File: src/hw/rtl/tps_pkg.sv
// Package for the tick process scheduler: shared types, codes and constants.
// No dependencies.
`default_nettype none
package tps_pkg;
    localparam int unsigned QPEND = 0;
    localparam int unsigned QDEVA = 1;
    localparam int unsigned QDEVB = 2;
    localparam int unsigned QRDY  = 3;

    localparam logic FUNC_ADMIT = 1'b0;
    localparam logic FUNC_TICK  = 1'b1;

    localparam logic [1:0] MODE_FIFO = 2'd0;
    localparam logic [1:0] MODE_RR   = 2'd1;
    localparam logic [1:0] MODE_PRIO = 2'd2;

    localparam logic [1:0] CFG_MODE    = 2'd0;
    localparam logic [1:0] CFG_QUANTUM = 2'd1;
    localparam logic [1:0] CFG_DECR    = 2'd2;

    localparam logic signed [6:0] PRIO_FLOOR = -7'sd64;
    localparam logic [3:0] SLICE_MAX = 4'd15;

    typedef struct packed {
        logic        func;
        logic [3:0]  proc_id;
        logic [15:0] arrival_time;
        logic [5:0]  start_priority;
        logic [7:0]  cpu_need;
        logic [7:0]  io_need;
        logic        io_device;
        logic [15:0] tick_time;
    } t_item;

    typedef struct packed {
        logic        status;
        logic [3:0]  cpu_pid;
        logic        cpu_active;
        logic [3:0]  done_pid;
        logic        done_valid;
        logic [3:0]  io_a_pid;
        logic        io_a_active;
        logic [3:0]  io_b_pid;
        logic        io_b_active;
        logic [31:0] cpu_busy_total;
        logic [31:0] io_a_busy_total;
        logic [31:0] io_b_busy_total;
    } t_result;
endpackage
`default_nettype wire

File: src/hw/rtl/tps_front.sv
// Front end: two-entry queue of input items.
// Depends on tps_pkg.
`default_nettype none
module tps_front (
    input  wire            i_clk,
    input  wire            i_rst_n,
    input  wire            i_valid,
    output logic           o_ready,
    input  tps_pkg::t_item i_item,
    output logic           o_valid,
    input  wire            i_take,
    output tps_pkg::t_item o_item
);
    tps_pkg::t_item r_mem [2];
    logic r_wp, r_rp;
    logic [1:0] r_cnt;
    logic push, pop;

    assign o_ready = (r_cnt != 2'd2);
    assign push = i_valid && o_ready;
    assign o_valid = (r_cnt != 2'd0);
    assign pop = o_valid && i_take;
    assign o_item = r_mem[r_rp];

    always_ff @(posedge i_clk) begin
        if (push) begin
            r_mem[r_wp] <= i_item;
        end
        if (!i_rst_n) begin
            r_wp <= 1'b0;
            r_rp <= 1'b0;
            r_cnt <= 2'd0;
        end else begin
            if (push) r_wp <= ~r_wp;
            if (pop) r_rp <= ~r_rp;
            r_cnt <= r_cnt + {1'b0, push} - {1'b0, pop};
        end
    end
endmodule
`default_nettype wire

File: src/hw/rtl/tps_back.sv
// Back end: sequencer that runs admits and ticks over the slot tables
// and linked queues, one list step per cycle. Depends on tps_pkg.
`default_nettype none
module tps_back #(
    parameter int unsigned MAX_PROCS = 16
) (
    input  wire             i_clk,
    input  wire             i_rst_n,
    input  wire             i_valid,
    output logic            o_take,
    input  tps_pkg::t_item  i_item,
    input  wire [1:0]       i_mode,
    input  wire [3:0]       i_quantum,
    input  wire [3:0]       i_decr,
    output logic            o_valid,
    input  wire             i_ready,
    output tps_pkg::t_result o_res
);
    localparam int unsigned SW = (MAX_PROCS > 1) ? $clog2(MAX_PROCS) : 1;
    localparam int unsigned LW = $clog2(MAX_PROCS + 1);

    typedef enum logic [3:0] {
        S_IDLE, S_PWALK, S_REL, S_DEVA, S_DEVB, S_CPU, S_POST,
        S_RWALK, S_OUT
    } t_state;

    t_state r_state;
    logic [15:0] r_arr [MAX_PROCS];
    logic signed [6:0] r_pri [MAX_PROCS];
    logic [7:0] r_cpu [MAX_PROCS];
    logic [7:0] r_io [MAX_PROCS];
    logic r_dev [MAX_PROCS];
    logic [3:0] r_slc [MAX_PROCS];
    logic [SW-1:0] r_lnk [MAX_PROCS];
    logic [3:0] r_pid [MAX_PROCS];
    logic [MAX_PROCS-1:0] r_free;
    logic [SW-1:0] r_hd [4];
    logic [SW-1:0] r_tl [4];
    logic [LW-1:0] r_len [4];
    logic [31:0] r_bc [3];

    tps_pkg::t_item r_it;
    tps_pkg::t_result r_res;
    logic [SW-1:0] r_s, r_cur;
    logic [LW-1:0] r_i;
    logic r_ret;     // walk then returns to the stage after its device stage (ready insert)
    logic r_retb;    // walk came from device B stage

    logic found;
    logic [SW-1:0] fslot;
    always_comb begin
        found = 1'b0;
        fslot = '0;
        for (int k = MAX_PROCS - 1; k >= 0; k--) begin
            if (r_free[k]) begin
                found = 1'b1;
                fslot = SW'(k);
            end
        end
    end

    assign o_take = (r_state == S_IDLE) && !o_valid;
    assign o_res = r_res;

    logic [SW-1:0] hd_r, nxt_c, s_h;
    logic signed [7:0] pdec;
    logic signed [6:0] pnew;
    logic [7:0] cl;
    logic [SW-1:0] lh;
    always_comb begin
        hd_r = r_hd[tps_pkg::QRDY];
        nxt_c = r_lnk[r_cur];
        s_h = r_hd[tps_pkg::QPEND];
        pdec = 8'(r_pri[hd_r]) - 8'({4'd0, i_decr});
        pnew = (pdec < 8'(tps_pkg::PRIO_FLOOR)) ? tps_pkg::PRIO_FLOOR : 7'(pdec);
        cl = r_cpu[hd_r] - 8'd1;
        lh = r_lnk[hd_r];
    end

    function automatic logic [31:0] bump(input logic [31:0] v);
        bump = (v == 32'hFFFF_FFFF) ? v : v + 32'd1;
    endfunction

    always_ff @(posedge i_clk) begin
        if (!i_rst_n) begin
            r_state <= S_IDLE;
            o_valid <= 1'b0;
            r_free <= '1;
            for (int q = 0; q < 4; q++) begin
                r_hd[q] <= '0;
                r_tl[q] <= '0;
                r_len[q] <= '0;
            end
            for (int k = 0; k < 3; k++) r_bc[k] <= '0;
        end else begin
            if (o_valid && i_ready) o_valid <= 1'b0;
            case (r_state)
                S_IDLE: begin
                    if (i_valid && o_take) begin
                        r_it <= i_item;
                        if (i_item.func == tps_pkg::FUNC_ADMIT && !found) begin
                            r_res <= '{status: 1'b1, default: '0};
                            r_state <= S_OUT;
                        end else begin
                            r_res <= '0;
                            if (i_item.func == tps_pkg::FUNC_ADMIT) begin
                                r_free[fslot] <= 1'b0;
                                r_pid[fslot] <= i_item.proc_id;
                                r_arr[fslot] <= i_item.arrival_time;
                                r_pri[fslot] <= 7'({1'b0, i_item.start_priority});
                                r_cpu[fslot] <= (i_item.cpu_need == 8'd0) ? 8'd1
                                                : i_item.cpu_need;
                                r_io[fslot] <= (i_item.io_need == 8'd0) ? 8'd1
                                               : i_item.io_need;
                                r_dev[fslot] <= i_item.io_device;
                                r_slc[fslot] <= '0;
                                r_s <= fslot;
                                if (r_len[tps_pkg::QPEND] == '0 ||
                                    i_item.arrival_time < r_arr[s_h]) begin
                                    r_lnk[fslot] <= s_h;
                                    if (r_len[tps_pkg::QPEND] == '0)
                                        r_tl[tps_pkg::QPEND] <= fslot;
                                    r_hd[tps_pkg::QPEND] <= fslot;
                                    r_len[tps_pkg::QPEND] <= r_len[tps_pkg::QPEND] + 1'b1;
                                    r_state <= S_OUT;
                                end else begin
                                    r_cur <= s_h;
                                    r_i <= LW'(1);
                                    r_state <= S_PWALK;
                                end
                            end else begin
                                r_state <= S_REL;
                            end
                        end
                    end
                end
                S_PWALK: begin
                    if (r_i < r_len[tps_pkg::QPEND] && r_arr[nxt_c] <= r_arr[r_s]) begin
                        r_cur <= nxt_c;
                        r_i <= r_i + 1'b1;
                    end else begin
                        r_lnk[r_s] <= nxt_c;
                        r_lnk[r_cur] <= r_s;
                        if (r_cur == r_tl[tps_pkg::QPEND]) r_tl[tps_pkg::QPEND] <= r_s;
                        r_len[tps_pkg::QPEND] <= r_len[tps_pkg::QPEND] + 1'b1;
                        r_state <= S_OUT;
                    end
                end
                S_REL: begin
                    if (r_len[tps_pkg::QPEND] != '0 && r_arr[s_h] == r_it.tick_time) begin
                        if (r_len[tps_pkg::QPEND] > LW'(1))
                            r_hd[tps_pkg::QPEND] <= r_lnk[s_h];
                        r_len[tps_pkg::QPEND] <= r_len[tps_pkg::QPEND] - 1'b1;
                        if (r_dev[s_h]) begin
                            if (r_len[tps_pkg::QDEVB] == '0) r_hd[tps_pkg::QDEVB] <= s_h;
                            else r_lnk[r_tl[tps_pkg::QDEVB]] <= s_h;
                            r_tl[tps_pkg::QDEVB] <= s_h;
                            r_len[tps_pkg::QDEVB] <= r_len[tps_pkg::QDEVB] + 1'b1;
                        end else begin
                            if (r_len[tps_pkg::QDEVA] == '0) r_hd[tps_pkg::QDEVA] <= s_h;
                            else r_lnk[r_tl[tps_pkg::QDEVA]] <= s_h;
                            r_tl[tps_pkg::QDEVA] <= s_h;
                            r_len[tps_pkg::QDEVA] <= r_len[tps_pkg::QDEVA] + 1'b1;
                        end
                    end else begin
                        r_state <= S_DEVA;
                    end
                end
                S_DEVA, S_DEVB: begin
                    logic [SW-1:0] s;
                    logic [7:0] il;
                    logic qb;
                    t_state nst;
                    qb = (r_state == S_DEVB);
                    s = qb ? r_hd[tps_pkg::QDEVB] : r_hd[tps_pkg::QDEVA];
                    il = r_io[s] - 8'd1;
                    nst = qb ? S_CPU : S_DEVB;
                    if ((qb ? r_len[tps_pkg::QDEVB] : r_len[tps_pkg::QDEVA]) != '0) begin
                        r_io[s] <= il;
                        if (qb) begin
                            r_bc[2] <= bump(r_bc[2]);
                            r_res.io_b_pid <= r_pid[s];
                            r_res.io_b_active <= 1'b1;
                        end else begin
                            r_bc[1] <= bump(r_bc[1]);
                            r_res.io_a_pid <= r_pid[s];
                            r_res.io_a_active <= 1'b1;
                        end
                        if (il == 8'd0) begin
                            if (qb) begin
                                if (r_len[tps_pkg::QDEVB] > LW'(1))
                                    r_hd[tps_pkg::QDEVB] <= r_lnk[s];
                                r_len[tps_pkg::QDEVB] <= r_len[tps_pkg::QDEVB] - 1'b1;
                            end else begin
                                if (r_len[tps_pkg::QDEVA] > LW'(1))
                                    r_hd[tps_pkg::QDEVA] <= r_lnk[s];
                                r_len[tps_pkg::QDEVA] <= r_len[tps_pkg::QDEVA] - 1'b1;
                            end
                            r_slc[s] <= '0;
                            if (i_mode != tps_pkg::MODE_PRIO) begin
                                if (r_len[tps_pkg::QRDY] == '0) r_hd[tps_pkg::QRDY] <= s;
                                else r_lnk[r_tl[tps_pkg::QRDY]] <= s;
                                r_tl[tps_pkg::QRDY] <= s;
                                r_len[tps_pkg::QRDY] <= r_len[tps_pkg::QRDY] + 1'b1;
                            end else if (r_len[tps_pkg::QRDY] == '0 ||
                                         r_pri[s] > r_pri[hd_r]) begin
                                r_lnk[s] <= hd_r;
                                if (r_len[tps_pkg::QRDY] == '0) r_tl[tps_pkg::QRDY] <= s;
                                r_hd[tps_pkg::QRDY] <= s;
                                r_len[tps_pkg::QRDY] <= r_len[tps_pkg::QRDY] + 1'b1;
                            end else begin
                                r_s <= s;
                                r_cur <= hd_r;
                                r_i <= LW'(1);
                                r_ret <= 1'b1;
                                r_retb <= qb;
                                nst = S_RWALK;
                            end
                        end
                    end
                    r_state <= nst;
                end
                S_CPU: begin
                    if (r_len[tps_pkg::QRDY] != '0) begin
                        r_cpu[hd_r] <= cl;
                        r_bc[0] <= bump(r_bc[0]);
                        r_res.cpu_pid <= r_pid[hd_r];
                        r_res.cpu_active <= 1'b1;
                        if (i_mode == tps_pkg::MODE_RR && r_slc[hd_r] < tps_pkg::SLICE_MAX)
                            r_slc[hd_r] <= r_slc[hd_r] + 4'd1;
                        if (i_mode == tps_pkg::MODE_PRIO) r_pri[hd_r] <= pnew;
                        if (cl == 8'd0) begin
                            if (r_len[tps_pkg::QRDY] > LW'(1)) r_hd[tps_pkg::QRDY] <= lh;
                            r_len[tps_pkg::QRDY] <= r_len[tps_pkg::QRDY] - 1'b1;
                            r_free[hd_r] <= 1'b1;
                            r_res.done_pid <= r_pid[hd_r];
                            r_res.done_valid <= 1'b1;
                        end
                        r_state <= S_POST;
                    end else begin
                        r_state <= S_OUT;
                    end
                end
                S_POST: begin
                    t_state nst;
                    nst = S_OUT;
                    if (r_len[tps_pkg::QRDY] > LW'(1)) begin
                        if (i_mode == tps_pkg::MODE_RR && r_slc[hd_r] >= i_quantum) begin
                            r_hd[tps_pkg::QRDY] <= lh;
                            r_slc[hd_r] <= '0;
                            r_lnk[r_tl[tps_pkg::QRDY]] <= hd_r;
                            r_tl[tps_pkg::QRDY] <= hd_r;
                        end else if (i_mode == tps_pkg::MODE_PRIO &&
                                     r_pri[hd_r] < r_pri[lh]) begin
                            r_hd[tps_pkg::QRDY] <= lh;
                            r_len[tps_pkg::QRDY] <= r_len[tps_pkg::QRDY] - 1'b1;
                            r_s <= hd_r;
                            r_cur <= lh;
                            r_i <= LW'(1);
                            r_ret <= 1'b0;
                            nst = S_RWALK;
                        end
                    end
                    r_state <= nst;
                end
                S_RWALK: begin
                    if (r_i < r_len[tps_pkg::QRDY] && r_pri[nxt_c] > r_pri[r_s]) begin
                        r_cur <= nxt_c;
                        r_i <= r_i + 1'b1;
                    end else begin
                        r_lnk[r_s] <= nxt_c;
                        r_lnk[r_cur] <= r_s;
                        if (r_cur == r_tl[tps_pkg::QRDY]) r_tl[tps_pkg::QRDY] <= r_s;
                        r_len[tps_pkg::QRDY] <= r_len[tps_pkg::QRDY] + 1'b1;
                        r_state <= !r_ret ? S_OUT : (r_retb ? S_CPU : S_DEVB);
                    end
                end
                S_OUT: begin
                    r_res.cpu_busy_total <= r_bc[0];
                    r_res.io_a_busy_total <= r_bc[1];
                    r_res.io_b_busy_total <= r_bc[2];
                    o_valid <= 1'b1;
                    r_state <= S_IDLE;
                end
                default: r_state <= S_IDLE;
            endcase
        end
    end
endmodule
`default_nettype wire

File: src/hw/rtl/tick_process_scheduler.sv
// Top level of the tick process scheduler: config registers, front queue,
// back-end sequencer. Depends on tps_pkg, tps_front, tps_back.
//
// Usage: s_axis carries admit or tick words (tuser selects which); m_axis
// returns one result word per input word. Config must be written through
// i_cfg_we/i_cfg_idx/i_cfg_data only while idle; the block does not enforce
// this. An admit that lands at the pending head gives its result without a
// list walk, otherwise after walking the pending entries. A tick releases
// processes, serves devices A and B and the CPU, and can make up to three
// priority insertions into ready, each of which may walk the ready entries.
// The sequencer walks its lists a single step at a time. The next word is
// taken the cycle after the result is accepted; the front queue holds up to
// two words meanwhile. The result stays in its register while m_axis_tready
// is low, and the back end waits. Reset clears all queues, frees all slots,
// zeroes the busy counters and loads config defaults (FIFO, quantum 2,
// decrement 3).
`default_nettype none
module tick_process_scheduler #(
    parameter int unsigned MAX_PROCS = 16
) (
    input  wire         i_clk,
    input  wire         i_rst_n,
    input  wire         s_axis_tvalid,
    output logic        s_axis_tready,
    // func
    input  wire         s_axis_tuser,
    // proc_id, arrival_time, start_priority, cpu_need, io_need,
    // io_device, tick_time, zero pad
    input  wire [63:0]  s_axis_tdata,
    output logic        m_axis_tvalid,
    input  wire         m_axis_tready,
    // status, cpu_pid, cpu_active, done_pid, done_valid, io_a_pid,
    // io_a_active, io_b_pid, io_b_active, cpu_busy_total, io_a_busy_total,
    // io_b_busy_total, zero pad
    output logic [119:0] m_axis_tdata,
    input  wire         i_cfg_we,
    input  wire [1:0]   i_cfg_idx,
    input  wire [3:0]   i_cfg_data
);
    logic [1:0] r_mode;
    logic [3:0] r_quant, r_decr;
    tps_pkg::t_item in_item, q_item;
    tps_pkg::t_result res;
    logic q_valid, q_take;

    always_ff @(posedge i_clk) begin
        if (!i_rst_n) begin
            r_mode <= tps_pkg::MODE_FIFO;
            r_quant <= 4'd2;
            r_decr <= 4'd3;
        end else if (i_cfg_we) begin
            case (i_cfg_idx)
                tps_pkg::CFG_MODE:    r_mode <= i_cfg_data[1:0];
                tps_pkg::CFG_QUANTUM: r_quant <= i_cfg_data;
                tps_pkg::CFG_DECR:    r_decr <= i_cfg_data;
                default: ;
            endcase
        end
    end

    assign in_item.func = s_axis_tuser;
    assign in_item.proc_id = s_axis_tdata[3:0];
    assign in_item.arrival_time = s_axis_tdata[19:4];
    assign in_item.start_priority = s_axis_tdata[25:20];
    assign in_item.cpu_need = s_axis_tdata[33:26];
    assign in_item.io_need = s_axis_tdata[41:34];
    assign in_item.io_device = s_axis_tdata[42];
    assign in_item.tick_time = s_axis_tdata[58:43];

    tps_front u_front (
        .i_clk(i_clk), .i_rst_n(i_rst_n),
        .i_valid(s_axis_tvalid), .o_ready(s_axis_tready), .i_item(in_item),
        .o_valid(q_valid), .i_take(q_take), .o_item(q_item)
    );

    tps_back #(.MAX_PROCS(MAX_PROCS)) u_back (
        .i_clk(i_clk), .i_rst_n(i_rst_n),
        .i_valid(q_valid), .o_take(q_take), .i_item(q_item),
        .i_mode(r_mode), .i_quantum(r_quant), .i_decr(r_decr),
        .o_valid(m_axis_tvalid), .i_ready(m_axis_tready), .o_res(res)
    );

    assign m_axis_tdata = {3'b0, res.io_b_busy_total, res.io_a_busy_total,
                           res.cpu_busy_total, res.io_b_active, res.io_b_pid,
                           res.io_a_active, res.io_a_pid, res.done_valid,
                           res.done_pid, res.cpu_active, res.cpu_pid, res.status};

    a_pid_zero: assert property (@(posedge i_clk) disable iff (!i_rst_n)
        m_axis_tvalid && !res.cpu_active |-> res.cpu_pid == 4'd0)
        else $error("cpu pid without activity");
    a_done_cpu: assert property (@(posedge i_clk) disable iff (!i_rst_n)
        m_axis_tvalid && res.done_valid |-> res.cpu_active && res.done_pid == res.cpu_pid)
        else $error("retire without cpu run");
    a_status: assert property (@(posedge i_clk) disable iff (!i_rst_n)
        m_axis_tvalid && res.status |-> !res.cpu_active && !res.io_a_active)
        else $error("refused admit with activity");
endmodule
`default_nettype wire

File: config.mk
export PLATFORM = sky130hd
export DESIGN_NAME = tick_process_scheduler
export DESIGN_NICKNAME = d
export VERILOG_FILES = /design/src/hw/rtl/tps_pkg.sv /design/src/hw/rtl/tps_front.sv /design/src/hw/rtl/tps_back.sv /design/src/hw/rtl/tick_process_scheduler.sv
export SDC_FILE = /design/constraint.sdc
export NUM_CORES = 2
export LEC_CHECK = 0
export ABC_CLOCK_PERIOD_IN_PS = 11500
export BUFFER_PORTS_ARGS = -buffer_cell sky130_fd_sc_hd__buf_2
export CAP_MARGIN = 25
export CORE_MARGIN = 2
export CORE_UTILIZATION = 40
export CTS_CLUSTER_DIAMETER = 100
export DETAILED_ROUTE_END_ITERATION = 6
export GPL_TIMING_DRIVEN = 0
export MAX_ROUTING_LAYER = met4
export SLEW_MARGIN = 25
export SYNTH_ARGS = -nofsm -noshare
export SYNTH_HDL_FRONTEND = slang
export SYNTH_SLANG_ARGS = --single-unit
File: constraint.sdc
create_clock -name i_clk -period 11.5 [get_ports i_clk]
set_input_delay 2.3 -clock i_clk [delete_from_list [all_inputs] [get_ports i_clk]]
set_output_delay 2.3 -clock i_clk [all_outputs]
set_load 0.005 [all_outputs]
==> results.py <==
metrics = {
    "grt": {
        "grt_max_degree": 51,
        "grt_usage": 0.283,
        "gr-total-overflow": 0,
        "grt_antenna_before_repair": 11,
        "grt_pass1_wl_um": 333000,
        "grt_pass1_vias": 45600,
    },
    "timing": {
        "setup_ws_ps": 754,
        "setup-tns-final_ps": 0,
        "finalCriticalPeriod_ps": 10750,
        "setup_viol": 0,
        "timing.fmax_ghz": 0.0931,
        "hold_violations": 0,
        "tightest_slew_ps": 1220,
        "finClkSkew_ps": 42.5,
        "drv_slew": 0,
        "rsz0062_at_grt": "no",
        "period_share": 0.934,
        "relSlewSlack": 0.186,
    },
    "setup_path": {
        "cp.required_ps": 12050,
        "path_depth": 25,
        "worst_setup_path_start_kind": "flop",
        "worstPathMaxFanout": 10,
        "slowest_delay_ps": 870,
        "critical_path.slowest_cell": "mux2i_1",
        "cp_top_family": "buffers and inverters",
        "rr_worst_depth": 25,
        "critPathArrivalTime_ps": 11290,
        "crit_type": "reg -> reg",
        "worstSetupEndpointType": "flop",
        "crit_buf_inv": 10,
    },
    "routing": {
        "drc_errors": 1,
        "ant_nets": 0,
        "wirelength_um": 237000,
        "via_per_inst": 6.33,
        "wire_per_inst_um": 31.4,
        "first_pass_iters": 7,
        "drt-initial-drc-count": 7112,
        "num_vias": 47800,
    },
    "yosys": {
        "async_flop_share": 0,
        "syn_avg_cell_area_um2": 13.7,
        "yosysMostFrequentCell": "edfxtp_1",
        "seq_area_frac_synth": 0.575,
        "synth_edf_count": 1244,
        "syn_area_um2": 66500,
        "yosys-top-cells-count": "edfxtp_1 (1244), nand2_1 (546), mux4_2 (462), nor2_1 (397), nand3_1 (244)",
        "synth_area_leader_cell": "edfxtp_1",
        "synth_flop_cell": "edfxtp_1",
        "yosysWarnings": 0,
        "yosys.area.top_type_share": 0.561,
        "synth_cells": 4848,
        "synth_seq_cells": 1288,
        "yosys-top-cells-area": "edfxtp_1 (56%), mux4_2 (16%), nand2_1 (3.1%)",
        "yosysUniqueCellTypes": 96,
    },
    "final_layout": {
        "multi_input_area_um2": 27100,
        "fillers": 14500,
        "syn_to_final_growth_pct": 15.0,
        "drive_gt1_frac": 0.232,
        "regArea_um2": 38200,
        "finish.utilization": 0.464,
        "nNetsFinal": 5394,
    },
    "floorplanning": {
        "rows": 149,
        "ioPinCount": 198,
        "initial_utilization": 0.403,
        "die_w_um": 412,
        "die-area_um2": 170000,
        "core_um2": 165000,
        "die_h_um": 412,
    },
    "clock_tree": {
        "post-cts-setup-buffers": 0,
        "cts_resized": 0,
        "clock_latency_ps": 820,
        "cts_tree": "done",
        "htreeDepth": 4,
        "clkSinkCount": 1288,
        "cts-root-buf": "clkbuf_16",
        "cts.clk_slew.worst_paths_ps": 60,
        "cts_max_path_buffers": 3,
        "cts_inserted_buffers": 145,
        "hold_buffers": 0,
    },
    "outcome": {
        "violations": "DRC",
        "status": "complete, but fails checks",
    },
    "power": {
        "p_leak_nw": 26.2,
        "power_mw": 17.7,
        "power_density_nw_per_um2": 231,
        "irDropWorstVdd_v": 0.000234,
    },
    "place": {
        "hpwl_um": 171000,
        "place_congestion": 1.00,
        "place_ws_ps": 1100,
        "place.port_buffers": 189,
    },
    "hold_path": {
        "whs_path_depth": 2,
        "worstHoldPathType": "reg -> reg",
    },
    "flow_run": {
        "maxCapViolations": 0,
    },
}
layout make-up:
cell class,count,share of cell area
sequential,1288,0.500
multi-input combinational,3155,0.354
clock buffer,164,0.0489
tap,2189,0.0358
timing repair buffer,230,0.0232
buffer,304,0.0173
clock inverter,103,0.0155
inverter,103,0.00507
antenna,12,0.000392
stage by stage:
step	hold slack, ps	instances	area [um^2]
final	511	7548	76500
after global routing	551	7541	76500
after CTS	502	7535	76400
after detailed placement	489	7268	71500
after global placement	478	7228	70200
after floorplan	451	4850	66500
worst min-delay path, stage by stage (launching register included):
cell     delay (ps)
dfxtp_1         350
o22ai_1          70
nand2_1          60
power by group:
part           total [mW]  internal [mW]  switching, mW
Sequential           6.01           5.79          0.221
Clock                4.82           2.78           2.04
Combinational        6.85           2.58           4.27
Total                17.7           11.1           6.54
final timing paths:
| kind | to | slack, ps | from |
|---|---|---|---|
| worst max-delay path | u_back.r_lnk[7][3]$_DFFE_PP_ | 750 | u_back.r_hd[1][5]$_DFFE_PP_ |
| worst min-delay path | u_back.r_free[11]$_SDFFE_PN1P_ | 510 | u_back.r_free[11]$_SDFFE_PN1P_ |
| worst max register to register | u_back.r_lnk[7][3]$_DFFE_PP_ | 750 | u_back.r_hd[1][5]$_DFFE_PP_ |
| worst min register to register | u_back.r_free[11]$_SDFFE_PN1P_ | 510 | u_back.r_free[11]$_SDFFE_PN1P_ |
state kept, by name, summed over array words and instances (netlist names), 20 cells and up, named ones only:
name / cells
u_back.r_io: 128
u_back.r_cpu: 128
u_back.r_len: 20
u_front.r_mem: 120
u_back.o_res: 117
u_back.r_pid: 64
u_back.r_pri: 112
u_back.r_bc: 96
u_back.r_slc: 64
u_back.r_arr: 256
u_back.r_lnk: 64
layer usage:
layer	GRT usage	vias to the layer above	part of all wire
met2	0.407	3238	0.44
met5	-	-	0
met1	0.379	24300	0.39
met4	0.125	0	0.049
met3	0.0726	624	0.12
li1	-	19600	-
cells by family after synthesis:
| kind of cell | count (synthesis) | synth area share |
|---|---|---|
| adders and majority gates | 91 | 0.0172 |
| buffers and inverters | 407 | 0.0244 |
| other | 1 | 0.0000564 |
| DFF | 1288 | 0.575 |
| and+or+nand+nor | 1621 | 0.113 |
| muxes | 693 | 0.193 |
| xor gates and xnor gates | 122 | 0.0161 |
| AOI/OAI and AO/OA | 625 | 0.0614 |
cell usage in the layout, fill, tap and decap left out, drive strengths merged, types with 129 or more instances in the layout:
cell / count
a21oi: 197
and2: 135
buf: 334
clkbuf: 364
edfxtp: 1244
mux2i: 139
mux4: 462
nand2: 546
nand3: 245
nor2: 398
o21ai: 129
Power figures use the tool's default switching activity.
